## config.mk

```make
export PLATFORM = sky130hd
export DESIGN_NAME = undirected_edge_table_mru_flat
export DESIGN_NICKNAME = d
export VERILOG_FILES = /design/src/sv/uet_pkg.sv /design/src/sv/uet_if.sv /design/src/sv/uet_ctrl.sv /design/src/sv/uet_dp.sv /design/src/sv/undirected_edge_table_mru.sv /design/src/flat_wrapper.sv
export SDC_FILE = /design/constraint.sdc
export NUM_CORES = 2
export LEC_CHECK = 0
export BUFFER_PORTS_ARGS = -buffer_cell sky130_fd_sc_hd__buf_2
export CAP_MARGIN = 10
export CORE_MARGIN = 10
export CORE_UTILIZATION = 50
export DETAILED_ROUTE_END_ITERATION = 12
export PLACE_DENSITY = 0.66
export SLEW_MARGIN = 20
export SYNTH_ARGS = -nofsm -noshare
export SYNTH_HDL_FRONTEND = slang
export SYNTH_HIERARCHICAL = 1
export SYNTH_SLANG_ARGS = --single-unit
```

## constraint.sdc

```tcl
create_clock -name clk -period 7 [get_ports clk]
set_input_delay 1.4 -clock clk [delete_from_list [all_inputs] [get_ports clk]]
set_output_delay 1.4 -clock clk [all_outputs]
set_load 0.02 [all_outputs]
```

## src/sv/uet_pkg.sv

```systemverilog
// ----------------------------------------------------------------------------
// uet_pkg: shared types and constants for the undirected edge table
// Request codes, field widths and parameter defaults.
// ----------------------------------------------------------------------------
package uet_pkg;
  localparam int MAX_EDGES_DEF = 20;
  localparam int ADDR_BITS_DEF = 16;
  localparam int SLOT_W = 5;
  localparam int CNT_W = 5;
  localparam int OUT_ADDR_W = 16;

  localparam logic [2:0] REQ_LOOKUP = 3'd0;
  localparam logic [2:0] REQ_ADD    = 3'd1;
  localparam logic [2:0] REQ_PURGE  = 3'd2;
  localparam logic [2:0] REQ_RMSLOT = 3'd3;
  localparam logic [2:0] REQ_FLUSH  = 3'd4;
  localparam logic [2:0] REQ_RANK   = 3'd5;

  localparam logic [1:0] ST_OK   = 2'd0;
  localparam logic [1:0] ST_MISS = 2'd1;
  localparam logic [1:0] ST_FULL = 2'd2;

  // controller to datapath
  typedef struct packed {
    logic load;     // capture request
    logic scan;     // examine entry at scan position
    logic commit;   // apply the decided update
    logic finish;   // build result word
  } uet_cmd_t;

  // datapath to controller
  typedef struct packed {
    logic scan_done;
  } uet_sts_t;
endpackage

```

## src/sv/uet_if.sv

```systemverilog
// ----------------------------------------------------------------------------
// uet_req_if / uet_rsp_if: valid/ready channels
// Request and result channels of the edge table.
// ----------------------------------------------------------------------------
interface uet_req_if #(parameter int ADDR_BITS = 16);
  logic                 valid;
  logic                 ready;
  logic [2:0]           req_type;
  logic [ADDR_BITS-1:0] first_addr;
  logic [ADDR_BITS-1:0] second_addr;
  logic [4:0]           slot_or_rank;
  modport source (output valid, req_type, first_addr, second_addr, slot_or_rank,
                  input ready);
  modport sink (input valid, req_type, first_addr, second_addr, slot_or_rank,
                output ready);
endinterface

interface uet_rsp_if;
  logic        valid;
  logic        ready;
  logic        hit;
  logic [4:0]  entry_slot;
  logic [15:0] entry_src;
  logic [15:0] entry_dst;
  logic [4:0]  removed_count;
  logic [4:0]  edge_count;
  logic [1:0]  status;
  modport source (output valid, hit, entry_slot, entry_src, entry_dst,
                  removed_count, edge_count, status, input ready);
  modport sink (input valid, hit, entry_slot, entry_src, entry_dst,
                removed_count, edge_count, status, output ready);
endinterface

```

## src/sv/uet_ctrl.sv

```systemverilog
// ----------------------------------------------------------------------------
// uet_ctrl: request sequencer
// Load, scan the recency order one entry a cycle, commit, present result.
// ----------------------------------------------------------------------------
module uet_ctrl
  import uet_pkg::*;
(
  input  logic     clk,
  input  logic     rst_n,
  input  logic     in_valid,
  output logic     in_ready,
  output logic     out_valid,
  input  logic     out_ready,
  input  uet_sts_t sts,
  output uet_cmd_t cmd
);
  typedef enum logic [2:0] {S_IDLE, S_SCAN, S_COMMIT, S_FINISH, S_HOLD} state_t;
  state_t state_r;
  logic   out_valid_r;

  // accept the next word once the result slot is free
  assign in_ready  = (state_r == S_IDLE) && !out_valid_r;
  assign out_valid = out_valid_r;

  always_comb begin
    cmd = '0;
    cmd.load   = in_valid && in_ready;
    cmd.scan   = (state_r == S_SCAN) && !sts.scan_done;
    cmd.commit = (state_r == S_COMMIT);
    cmd.finish = (state_r == S_FINISH);
  end

  always_ff @(posedge clk) begin
    if (!rst_n) begin
      state_r     <= S_IDLE;
      out_valid_r <= 1'b0;
    end else begin
      if (out_valid_r && out_ready) out_valid_r <= 1'b0;
      case (state_r)
        S_IDLE:   if (in_valid && in_ready) state_r <= S_SCAN;
        S_SCAN:   if (sts.scan_done) state_r <= S_COMMIT;
        S_COMMIT: state_r <= S_FINISH;
        S_FINISH: begin
          out_valid_r <= 1'b1;
          state_r     <= S_IDLE;
        end
        default:  state_r <= S_IDLE;
      endcase
    end
  end
endmodule

```

## src/sv/uet_dp.sv

```systemverilog
// ----------------------------------------------------------------------------
// uet_dp: edge table datapath
// Slot store, recency list and the per-entry match logic used by the scan.
// ----------------------------------------------------------------------------
module uet_dp
  import uet_pkg::*;
#(
  parameter int MAX_EDGES = MAX_EDGES_DEF,
  parameter int ADDR_BITS = ADDR_BITS_DEF
) (
  input  logic                 clk,
  input  logic                 rst_n,
  input  uet_cmd_t             cmd,
  output uet_sts_t             sts,
  input  logic [2:0]           in_req,
  input  logic [ADDR_BITS-1:0] in_a,
  input  logic [ADDR_BITS-1:0] in_b,
  input  logic [4:0]           in_idx,
  output logic                 o_hit,
  output logic [4:0]           o_slot,
  output logic [15:0]          o_src,
  output logic [15:0]          o_dst,
  output logic [4:0]           o_removed,
  output logic [4:0]           o_count,
  output logic [1:0]           o_status
);
  localparam int SW = (MAX_EDGES > 1) ? $clog2(MAX_EDGES) : 1;
  localparam int PW = $clog2(MAX_EDGES + 1);

  logic [MAX_EDGES-1:0] valid_r;
  logic [ADDR_BITS-1:0] src_r [MAX_EDGES];
  logic [ADDR_BITS-1:0] dst_r [MAX_EDGES];
  logic [SW-1:0]        ord_r [MAX_EDGES];
  logic [PW-1:0]        total_r;

  logic [2:0]           req_r;
  logic [ADDR_BITS-1:0] a_r, b_r;
  logic [4:0]           idx_r;
  logic [PW-1:0]        pos_r;     // scan read position
  logic [PW-1:0]        wpos_r;    // compaction write position (purge)
  logic                 found_r;
  logic [PW-1:0]        fpos_r;
  logic [PW-1:0]        removed_r;

  logic [SW-1:0]        cur_slot;
  logic                 pair_m, addr_m, slot_m, done;
  logic [SW-1:0]        free_slot;
  logic                 free_ok;

  assign cur_slot = ord_r[pos_r[SW-1:0]];
  assign pair_m = (src_r[cur_slot] == a_r && dst_r[cur_slot] == b_r) ||
                  (src_r[cur_slot] == b_r && dst_r[cur_slot] == a_r);
  assign addr_m = (src_r[cur_slot] == a_r) || (dst_r[cur_slot] == a_r);
  assign slot_m = ({{(32-SW){1'b0}}, cur_slot} == {27'd0, idx_r});
  assign done   = (pos_r >= total_r) ||
                  (req_r != REQ_LOOKUP && req_r != REQ_ADD &&
                   req_r != REQ_PURGE && req_r != REQ_RMSLOT);
  assign sts.scan_done = done;

  // lowest free slot (priority encoder)
  always_comb begin
    free_slot = '0;
    free_ok   = 1'b0;
    for (int i = MAX_EDGES - 1; i >= 0; i--) begin
      if (!valid_r[i]) begin
        free_slot = SW'(i);
        free_ok   = 1'b1;
      end
    end
  end

  logic [SW-1:0] fslot;
  assign fslot = ord_r[fpos_r[SW-1:0]];

  always_ff @(posedge clk) begin
    if (!rst_n) begin
      valid_r <= '0;
      total_r <= '0;
    end else begin
      if (cmd.load) begin
        req_r <= in_req; a_r <= in_a; b_r <= in_b; idx_r <= in_idx;
        pos_r <= '0; wpos_r <= '0; found_r <= 1'b0; fpos_r <= '0;
        removed_r <= '0;
      end
      if (cmd.scan) begin
        pos_r <= pos_r + 1'b1;
        case (req_r)
          REQ_LOOKUP, REQ_ADD: if (pair_m) begin found_r <= 1'b1; fpos_r <= pos_r; end
          REQ_RMSLOT: if (slot_m) begin found_r <= 1'b1; fpos_r <= pos_r; end
          REQ_PURGE: begin
            if (addr_m) begin
              valid_r[cur_slot] <= 1'b0;
              removed_r <= removed_r + 1'b1;
            end else begin
              // keep survivors in order, compact toward the front
              ord_r[wpos_r[SW-1:0]] <= cur_slot;
              wpos_r <= wpos_r + 1'b1;
            end
          end
          default: ;
        endcase
      end
      if (cmd.commit) begin
        o_hit <= 1'b0; o_slot <= '0; o_src <= '0; o_dst <= '0;
        o_removed <= '0; o_status <= ST_MISS;
        case (req_r)
          REQ_LOOKUP, REQ_ADD: begin
            if (found_r) begin
              for (int i = 1; i < MAX_EDGES; i++)
                if (PW'(i) <= fpos_r) ord_r[i] <= ord_r[i-1];
              ord_r[0] <= fslot;
              o_hit <= 1'b1; o_status <= ST_OK;
              o_slot <= 5'(fslot);
              o_src <= 16'(src_r[fslot]); o_dst <= 16'(dst_r[fslot]);
            end else if (req_r == REQ_ADD) begin
              if (!free_ok || total_r >= PW'(MAX_EDGES)) begin
                o_status <= ST_FULL;
              end else begin
                valid_r[free_slot] <= 1'b1;
                src_r[free_slot] <= a_r; dst_r[free_slot] <= b_r;
                for (int i = 1; i < MAX_EDGES; i++) ord_r[i] <= ord_r[i-1];
                ord_r[0] <= free_slot;
                total_r <= total_r + 1'b1;
                o_hit <= 1'b1; o_status <= ST_OK;
                o_slot <= 5'(free_slot);
                o_src <= 16'(a_r); o_dst <= 16'(b_r);
              end
            end
          end
          REQ_PURGE: begin
            total_r <= wpos_r;
            o_removed <= 5'(removed_r);
            o_hit <= (removed_r != '0);
            o_status <= (removed_r != '0) ? ST_OK : ST_MISS;
          end
          REQ_RMSLOT: begin
            if (found_r) begin
              for (int i = 0; i < MAX_EDGES - 1; i++)
                if (PW'(i) >= fpos_r) ord_r[i] <= ord_r[i+1];
              valid_r[fslot] <= 1'b0;
              total_r <= total_r - 1'b1;
              o_hit <= 1'b1; o_status <= ST_OK; o_removed <= 5'd1;
              o_slot <= 5'(fslot);
              o_src <= 16'(src_r[fslot]); o_dst <= 16'(dst_r[fslot]);
            end
          end
          REQ_FLUSH: begin
            valid_r <= '0; total_r <= '0;
            o_removed <= 5'(total_r);
            o_hit <= (total_r != '0); o_status <= ST_OK;
          end
          REQ_RANK: begin
            if ({27'd0, idx_r} < {{(32-PW){1'b0}}, total_r}) begin
              o_hit <= 1'b1; o_status <= ST_OK;
              o_slot <= 5'(ord_r[idx_r[SW-1:0]]);
              o_src <= 16'(src_r[ord_r[idx_r[SW-1:0]]]);
              o_dst <= 16'(dst_r[ord_r[idx_r[SW-1:0]]]);
            end
          end
          default: ;
        endcase
      end
      if (cmd.finish) o_count <= 5'(total_r);
    end
  end
endmodule

```

## src/sv/undirected_edge_table_mru.sv

```systemverilog
// ----------------------------------------------------------------------------
// undirected_edge_table_mru: undirected edge table with recency order
// Top level: sequencer plus datapath behind valid/ready channels.
// ----------------------------------------------------------------------------
// Each request word on the in_ channel (lookup, add, purge by address, remove
// slot, flush, read rank) gives exactly one result word on the out_ channel.
// A request walks the recency list one entry a cycle, then the commit state
// applies the update and the finish state completes the result; one request is
// handled at a time. Flush, read rank and unused codes skip the scan.
// A new request is taken only once the previous result has been taken, so
// a stalled receiver holds the result word and blocks further requests.
// After reset the table is empty; the slot addresses are not cleared.
// ----------------------------------------------------------------------------
module undirected_edge_table_mru
  import uet_pkg::*;
#(
  parameter int MAX_EDGES = MAX_EDGES_DEF,
  parameter int ADDR_BITS = ADDR_BITS_DEF
) (
  input logic clk,
  input logic rst_n,
  uet_req_if.sink   in_ch,
  uet_rsp_if.source out_ch
);
  uet_cmd_t cmd;
  uet_sts_t sts;

  uet_ctrl u_ctrl (
    .clk, .rst_n,
    .in_valid(in_ch.valid), .in_ready(in_ch.ready),
    .out_valid(out_ch.valid), .out_ready(out_ch.ready),
    .sts, .cmd
  );

  uet_dp #(.MAX_EDGES(MAX_EDGES), .ADDR_BITS(ADDR_BITS)) u_dp (
    .clk, .rst_n, .cmd, .sts,
    .in_req(in_ch.req_type), .in_a(in_ch.first_addr), .in_b(in_ch.second_addr),
    .in_idx(in_ch.slot_or_rank),
    .o_hit(out_ch.hit), .o_slot(out_ch.entry_slot), .o_src(out_ch.entry_src),
    .o_dst(out_ch.entry_dst), .o_removed(out_ch.removed_count),
    .o_count(out_ch.edge_count), .o_status(out_ch.status)
  );

  a_no_accept_while_pending: assert property (@(posedge clk) disable iff (!rst_n)
    out_ch.valid |-> !in_ch.ready) else $error("request taken with result pending");
  a_result_follows: assert property (@(posedge clk) disable iff (!rst_n)
    (in_ch.valid && in_ch.ready) |=> !out_ch.valid) else $error("early result");
  a_hit_ok: assert property (@(posedge clk) disable iff (!rst_n)
    (out_ch.valid && out_ch.hit) |-> (out_ch.status == ST_OK))
    else $error("hit with error status");
endmodule
```

## src/flat_wrapper.sv

```systemverilog
// flat-port wrapper written by rule: the top's interface ports become plain ports
module undirected_edge_table_mru_flat import uet_pkg::*;
#(
  parameter int MAX_EDGES = MAX_EDGES_DEF,
  parameter int ADDR_BITS = ADDR_BITS_DEF
)
  (clk, rst_n, in_ch_valid, in_ch_req_type, in_ch_first_addr, in_ch_second_addr, in_ch_slot_or_rank, in_ch_ready, out_ch_valid, out_ch_hit, out_ch_entry_slot, out_ch_entry_src, out_ch_entry_dst, out_ch_removed_count, out_ch_edge_count, out_ch_status, out_ch_ready);
  uet_req_if #(.ADDR_BITS(ADDR_BITS)) in_ch_i ();
  uet_rsp_if out_ch_i ();
  input logic clk;
  input logic rst_n;
  input wire logic [$bits(in_ch_i.valid)-1:0] in_ch_valid;
  input wire logic [$bits(in_ch_i.req_type)-1:0] in_ch_req_type;
  input wire logic [$bits(in_ch_i.first_addr)-1:0] in_ch_first_addr;
  input wire logic [$bits(in_ch_i.second_addr)-1:0] in_ch_second_addr;
  input wire logic [$bits(in_ch_i.slot_or_rank)-1:0] in_ch_slot_or_rank;
  output wire logic [$bits(in_ch_i.ready)-1:0] in_ch_ready;
  output wire logic [$bits(out_ch_i.valid)-1:0] out_ch_valid;
  output wire logic [$bits(out_ch_i.hit)-1:0] out_ch_hit;
  output wire logic [$bits(out_ch_i.entry_slot)-1:0] out_ch_entry_slot;
  output wire logic [$bits(out_ch_i.entry_src)-1:0] out_ch_entry_src;
  output wire logic [$bits(out_ch_i.entry_dst)-1:0] out_ch_entry_dst;
  output wire logic [$bits(out_ch_i.removed_count)-1:0] out_ch_removed_count;
  output wire logic [$bits(out_ch_i.edge_count)-1:0] out_ch_edge_count;
  output wire logic [$bits(out_ch_i.status)-1:0] out_ch_status;
  input wire logic [$bits(out_ch_i.ready)-1:0] out_ch_ready;
  assign in_ch_i.valid = in_ch_valid;
  assign in_ch_i.req_type = in_ch_req_type;
  assign in_ch_i.first_addr = in_ch_first_addr;
  assign in_ch_i.second_addr = in_ch_second_addr;
  assign in_ch_i.slot_or_rank = in_ch_slot_or_rank;
  assign in_ch_ready = in_ch_i.ready;
  assign out_ch_valid = out_ch_i.valid;
  assign out_ch_hit = out_ch_i.hit;
  assign out_ch_entry_slot = out_ch_i.entry_slot;
  assign out_ch_entry_src = out_ch_i.entry_src;
  assign out_ch_entry_dst = out_ch_i.entry_dst;
  assign out_ch_removed_count = out_ch_i.removed_count;
  assign out_ch_edge_count = out_ch_i.edge_count;
  assign out_ch_status = out_ch_i.status;
  assign out_ch_i.ready = out_ch_ready;
  undirected_edge_table_mru #(.MAX_EDGES(MAX_EDGES), .ADDR_BITS(ADDR_BITS)) u_core (.clk(clk), .rst_n(rst_n), .in_ch(in_ch_i), .out_ch(out_ch_i));
endmodule
```

### Yosys cells after proc, flatten, opt, wreduce, memory -nomap -nowiden

Memories as Yosys holds them, arrays and structs flattened. A register that Yosys moved wholly into a read port is not among the register bits.
Index checks and enable logic that the tools add are counted.

* reduce and logical (&&, ||, !) cells: 35
* mux-type cells: 406
* bitwise logic cells: 44
* divide/modulo/power cells: 0
* $add $sub $neg: 5
* shift-type cells: 0
* multipliers: 0
* equal/unequal tests: 22
* $lt $le $gt $ge: 47

Operators with widths (number)
* 2-to-1 mux 5 bit: 87
* 2-to-1 mux 1 bit: 281
* 2-to-1 mux 20 bit: 9
* 2-to-1 mux 16 bit: 10
* one-hot mux 16 bit (3 select lines): 2
* equality test 16 bit: 4
* one-hot mux 20 bit (3 select lines): 1
* bitwise AND 20 bit: 2
* greater-or-equal comparator 4 x 5 -> 1 bit, first input constant: 8
* less-or-equal comparator 4 x 5 -> 1 bit, first input constant: 8
* NOT 20 bit: 2
* OR 1 bit: 39
* one-hot mux 5 bit (3 select lines): 2
* adder 5 x 1 -> 5 bit, second input constant: 4
* greater-or-equal comparator 3 x 5 -> 1 bit, first input constant: 4
* less-or-equal comparator 3 x 5 -> 1 bit, first input constant: 4
* less-or-equal comparator 5 bit, first input constant: 4
* OR 20 bit: 1
* one-hot mux 5 bit (4 select lines): 1
* less-than comparator 5 x 6 -> 1 bit, second input constant: 3
* demux 1 bit (select 5 bit): 3
* greater-or-equal comparator 5 x 1 -> 1 bit, second input constant: 3
* greater-or-equal comparator 5 bit, first input constant: 3
* equality test 3 x 2 -> 1 bit, second input constant: 4
* other kinds (34): 70

* input bits: 44
* latch bits: 0
* logic and storage cells: 582
* output and inout port bits: 52
* memories: 3
* memory bits (writable): 740
* bits in read-only memories: 0
* flip-flop bits (word level): 140

Memory list
* u_core.u_dp.dst_r: depth 20, width 16, rd ports 3, clocked after Yosys merged registers in 0, wr ports 1, RTL line uet_dp.sv:32 `logic [ADDR_BITS-1:0] dst_r [MAX_EDGES];`
* u_core.u_dp.src_r: depth 20, width 16, rd ports 3, clocked after Yosys merged registers in 0, wr ports 1, RTL line uet_dp.sv:31 `logic [ADDR_BITS-1:0] src_r [MAX_EDGES];`
* u_core.u_dp.ord_r: depth 20, width 5, rd ports 23, clocked after Yosys merged registers in 3, wr ports 20, RTL line uet_dp.sv:33 `logic [SW-1:0] ord_r [MAX_EDGES];`

### Depth between registers and ports, before layout

* depth in word-level cells: 33
* gate-level depth with buffers: 27
* mapped depth without buffers: 15

### Modules after synthesis

Netlist, hierarchy kept.

Modules (own cells, without submodules)
* uet_dp: cells each 5577, times used 1, area an instance 56472.9 um2, sequential area each 28157.0 um2
* uet_ctrl: cells each 21, times used 1, area an instance 215.2 um2, sequential area each 60.1 um2

### Worst setup path before layout

No wires, ideal clock.

* path type: input -> register
* from: input rst_n
* to: memory u_core.u_dp.dst_r[12][0], enable pin
* stages: 8
* path buffers: 4
* arrival time: 5.416 ns
* setup time: 0.421 ns
* required time: 6.579 ns
* slack: 1.163 ns
* cell sequence: and2_1 -> clkbuf_1 -> and2_1 -> clkbuf_1 -> clkbuf_1 -> clkbuf_1 -> nand2_1 -> nor2_1

* word-level cells in the longest chain between the ends: 2

RTL lines
* start, declared: RTL line flat_wrapper.sv:11 `input logic rst_n;`
* 2-to-1 mux 1 bit: RTL line uet_dp.sv:76 `if (!rst_n) begin`
* 2-to-1 mux 1 bit (implied by the code): RTL line uet_dp.sv:120 `src_r[free_slot] <= a_r; dst_r[free_slot] <= b_r;`
* end, declared: RTL line uet_dp.sv:32

No other way between the ends.

==> results.json <==
{
  "ys_warn_count": 6,
  "ant_nets": 0,
  "cts_num_sinks": 954,
  "hold_viol": 0,
  "synthTopCellsByArea": "edfxtp_1 (48%), nand2_1 (9.0%), mux2i_1 (5.9%), mux4_2 (5.6%), nand3_1 (2.7%)",
  "status": "completed",
  "crit_path_end_kind": "register",
  "pin_count": 96,
  "cts-buffers-inserted": 107,
  "wl_per_cell_microns": 32.80,
  "dpl_cell_area_sq_um": 59690,
  "tightestPinTransition_ps": 1195,
  "worstPathRequired_ps": 7450,
  "ff_latch_area_sq_um": 28230,
  "cts_tree": "built",
  "power_frac_comb_pct": 52.9,
  "setup_violations": 0,
  "wl_microns": 235600,
  "path_clk_slew_ps": 60,
  "path_depth": 17,
  "cp_common_cell": "buf_4",
  "crit_type": "reg -> reg",
  "synth_edf_count": 911,
  "post_cts_buffers": 0,
  "hold_depth": 2,
  "min_period_ps": 6962,
  "die_area_sq_um": 127200,
  "die_h_microns": 356.7,
  "dr.first_iter.drc_count": 8846,
  "crit_chain": "mux4_2 -> mux4_2 -> mux2i_4 -> buf_4 -> nor3_2 -> buf_4 -> a32oi_1 -> o32ai_1 -> nor4_1 -> buf_4 -> xnor2_1 -> nand4_1 -> nor4_1 -> nand4_1 -> buf_4 -> a31oi_1 -> o22ai_1",
  "path_max_fanout": 23,
  "netlist_area_sq_um": 56690,
  "critPathBufInv": 4,
  "fp-row-count": 123,
  "grt_pass1_wl_microns": 337600,
  "fin_nets": 5659,
  "grt_usage_pct": 35.70,
  "r2r_cells": 17,
  "syn_nets": 5666,
  "async_reset_ff_share_pct": 0,
  "cp_slowest_cell": "a32oi_1",
  "maxSlewHeadroom_pct": 20.17,
  "h-tree-depth": 3,
  "swShare_pct": 45.59,
  "clockPowerShare_pct": 21.6,
  "yosysMostFrequentCell": "nand2_1",
  "power_density_nw_per_um2": 431.9,
  "intPower_uw": 14900,
  "fin_setup_tns_ps": 0,
  "synth_seq_cells": 954,
  "postLayoutCellArea_sq_um": 63400,
  "yosys-top-cells-count": "nand2_1 (1363), edfxtp_1 (911), mux2i_1 (336)",
  "rsz0062_at_grt": "no",
  "portBuffers": 95,
  "die_w_microns": 356.7,
  "grt_pass1_vias": 48200,
  "critPathTopFamily": "simple AND/OR/NAND/NOR gates",
  "seq_power_share_pct": 25.5,
  "cts-root-buf": "clkbuf_16",
  "gp_congestion": 1.026,
  "syn_inst": 5598,
  "dp_slack_ps": 47.57,
  "insertion_delay_ps": 740,
  "fill_cells": 9538,
  "seq_area_frac_synth_pct": 49.78,
  "drive_gt1_share_pct": 13.15,
  "layout_setup_ws_ps": 38.09,
  "cpPeakStageDelay_ps": 720,
  "post-route-drc-count": 0,
  "synth_top_area_share_pct": 48.26,
  "start_kind": "register",
  "syn_area_per_cell_sq_um": 10.13,
  "regToRegSetupSlack_ps": 40,
  "core_sq_um": 112500,
  "fin_crit_sh_pct": 99.46,
  "fmax_ghz": 0.1436,
  "cts_buffer_depth": 3,
  "dp_cells": 6981,
  "hold-path-endpoint": "u_core/u_dp/valid_r[19]$_SDFF_PN0_",
  "yosys.area.top_type": "edfxtp_1",
  "finalMaxSlewViolations": 0,
  "cp.arrival_ps": 7420,
  "synthToLayoutAreaGrowth_pct": 11.84,
  "dpl.hpwl_microns": 151200,
  "yosysUniqueCellTypes": 91,
  "peakVddDrop_v": 0.0005004,
  "post-route-util_pct": 56.36,
  "multiInputGateArea_sq_um": 26620,
  "gr-total-overflow": 0,
  "num_vias": 52010,
  "p_leak_uw": 0.02256,
  "synth-main-ff-cell": "edfxtp_1",
  "grt_max_degree": 123,
  "via_per_inst": 7.239,
  "fin_skew_ps": 79.34,
  "r2r_end": "u_core/u_dp/fpos_r[2]$_DFFE_PP_",
  "cts_hold_buf": 0,
  "hp-class": "reg -> reg",
  "antenna_found_initial": 12,
  "firstDrtPassIters": 9,
  "drv_cap": 0,
  "final_cells": 7185,
  "initial_core_util_pct": 50.39,
  "p_sw_uw": 12480,
  "min_from": "u_core/u_dp/valid_r[19]$_SDFF_PN0_"
}
-- worst reg2reg max path: stages (launching register included) --
cell and delay [ps]:
dfxtp_4 600, mux4_2 620, mux4_2 500, mux2i_4 430, buf_4 430, nor3_2 160
buf_4 250, a32oi_1 730, o32ai_1 240, nor4_1 300, buf_4 190, xnor2_1 150
nand4_1 140, nor4_1 600, nand4_1 510, buf_4 300, a31oi_1 380, o22ai_1 150
-- kinds of logic (layout without fill, tap and decap cells) --
| group | count (synthesis) | in the layout | share of synthesized area (%) |
|---|---|---|---|
| and+or+nand+nor | 2266 | 2266 | 17.60 |
| AOI/OAI and AO/OA | 1276 | 1276 | 15.48 |
| DFF | 954 | 954 | 49.78 |
| buffers and inverters | 541 | 623 | 4.021 |
| muxes | 500 | 500 | 12.01 |
| xor gates and xnor gates | 37 | 37 | 0.5717 |
| adders and majority gates | 24 | 24 | 0.5430 |
| other | 0 | 5 | 0 |
-- final cells by class --
cell class / instances / area share (%)
antenna: 5 / 0.01973
sequential: 954 / 44.52
timing repair buffer: 333 / 4.188
tap: 1500 / 2.960
inverter: 92 / 0.5664
clock buffer: 129 / 4.685
multi-input combinational: 4103 / 41.99
clock inverter: 69 / 1.074
-- registers in the layout, summed over array words and instances (netlist names), 16 cells and up, named ones only --
register             flops
u_core/u_dp/src_r      320
u_core/u_dp/b_r         16
u_core/u_dp/ord_r      160
u_core/u_dp/a_r         16
u_core/u_dp/valid_r     20
u_core/u_dp/dst_r      320
u_core/u_dp/o_src       16
u_core/u_dp/o_dst       16
-- power by group through the flow --
| stage | combinational, uW | sequential [uW] | clock [uW] |
|---|---|---|---|
| floorplan | 8890 | 6970 | 0 |
| CTS | 13800 | 6970 | 5930 |
| global route | 15000 | 7000 | 6180 |
| detailed placement | 13800 | 7090 | 0 |
| global placement | 13700 | 7090 | 0 |
| finish | 14500 | 6990 | 5900 |
-- repair_timing --
| action | CTS | global route |
|---|---|---|
| endpoints found under the hold margin | 0 | 0 |
| gates resized for setup | 1 | 3 |
| endpoints found under the setup margin | 5 | 60 |
-- how the worst max path moves through the flow --
stage,from,endpoint
CTS,register,u_core/u_dp/fpos_r[2]$_DFFE_PP_
detailed placement,register,u_core/u_dp/ord_r[16][1]$_DFFE_PP_
global route,register,u_core/u_dp/fpos_r[3]$_DFFE_PP_
global placement,register,u_core/u_dp/ord_r[16][1]$_DFFE_PP_
finish,register,u_core/u_dp/fpos_r[2]$_DFFE_PP_
floorplan,rst_n,u_core/u_dp/dst_r[12][0]$_DFFE_PP_
-- layer usage --
metal  vias to the layer above  GRT usage [%]  share of wire, %
met2                      4757          53.15                43
met3                      1190          9.827                14
li1                      21230              -                 -
met5                         -              0             0.049
met4                        16          25.27               8.8
met1                     24820          44.74                34
-- cells in the final DEF, fill, tap and decap left out, types with 29 or more instances in the layout --
| master | count |
|---|---|
| a211o_1 | 34 |
| a211oi_1 | 149 |
| a21oi_1 | 155 |
| a22oi_1 | 124 |
| a311oi_1 | 78 |
| a31oi_1 | 165 |
| a41oi_1 | 33 |
| and2_1 | 96 |
| and3_1 | 111 |
| buf_2 | 95 |
| buf_4 | 209 |
| clkbuf_16 | 115 |
| clkinv_1 | 29 |
| dfxtp_1 | 37 |
| edfxtp_1 | 911 |
| inv_1 | 84 |
| mux2i_1 | 327 |
| mux4_2 | 141 |
| nand2_1 | 1361 |
| nand3_1 | 300 |
| nor2_1 | 188 |
| nor3_1 | 38 |
| nor4_1 | 34 |
| o211ai_1 | 30 |
| o21ai_0 | 206 |
| o22ai_1 | 102 |
| xnor2_1 | 30 |
-- per-stage QoR --
stage               total power (uW)  hold slack, ps
floorplan                      15850           459.4
global placement               20750           480.2
detailed placement             20890           490.0
CTS                            26750           498.4
global route                   28150           539.8
finish                         27380           501.8
Power figures use the tool's default switching activity.
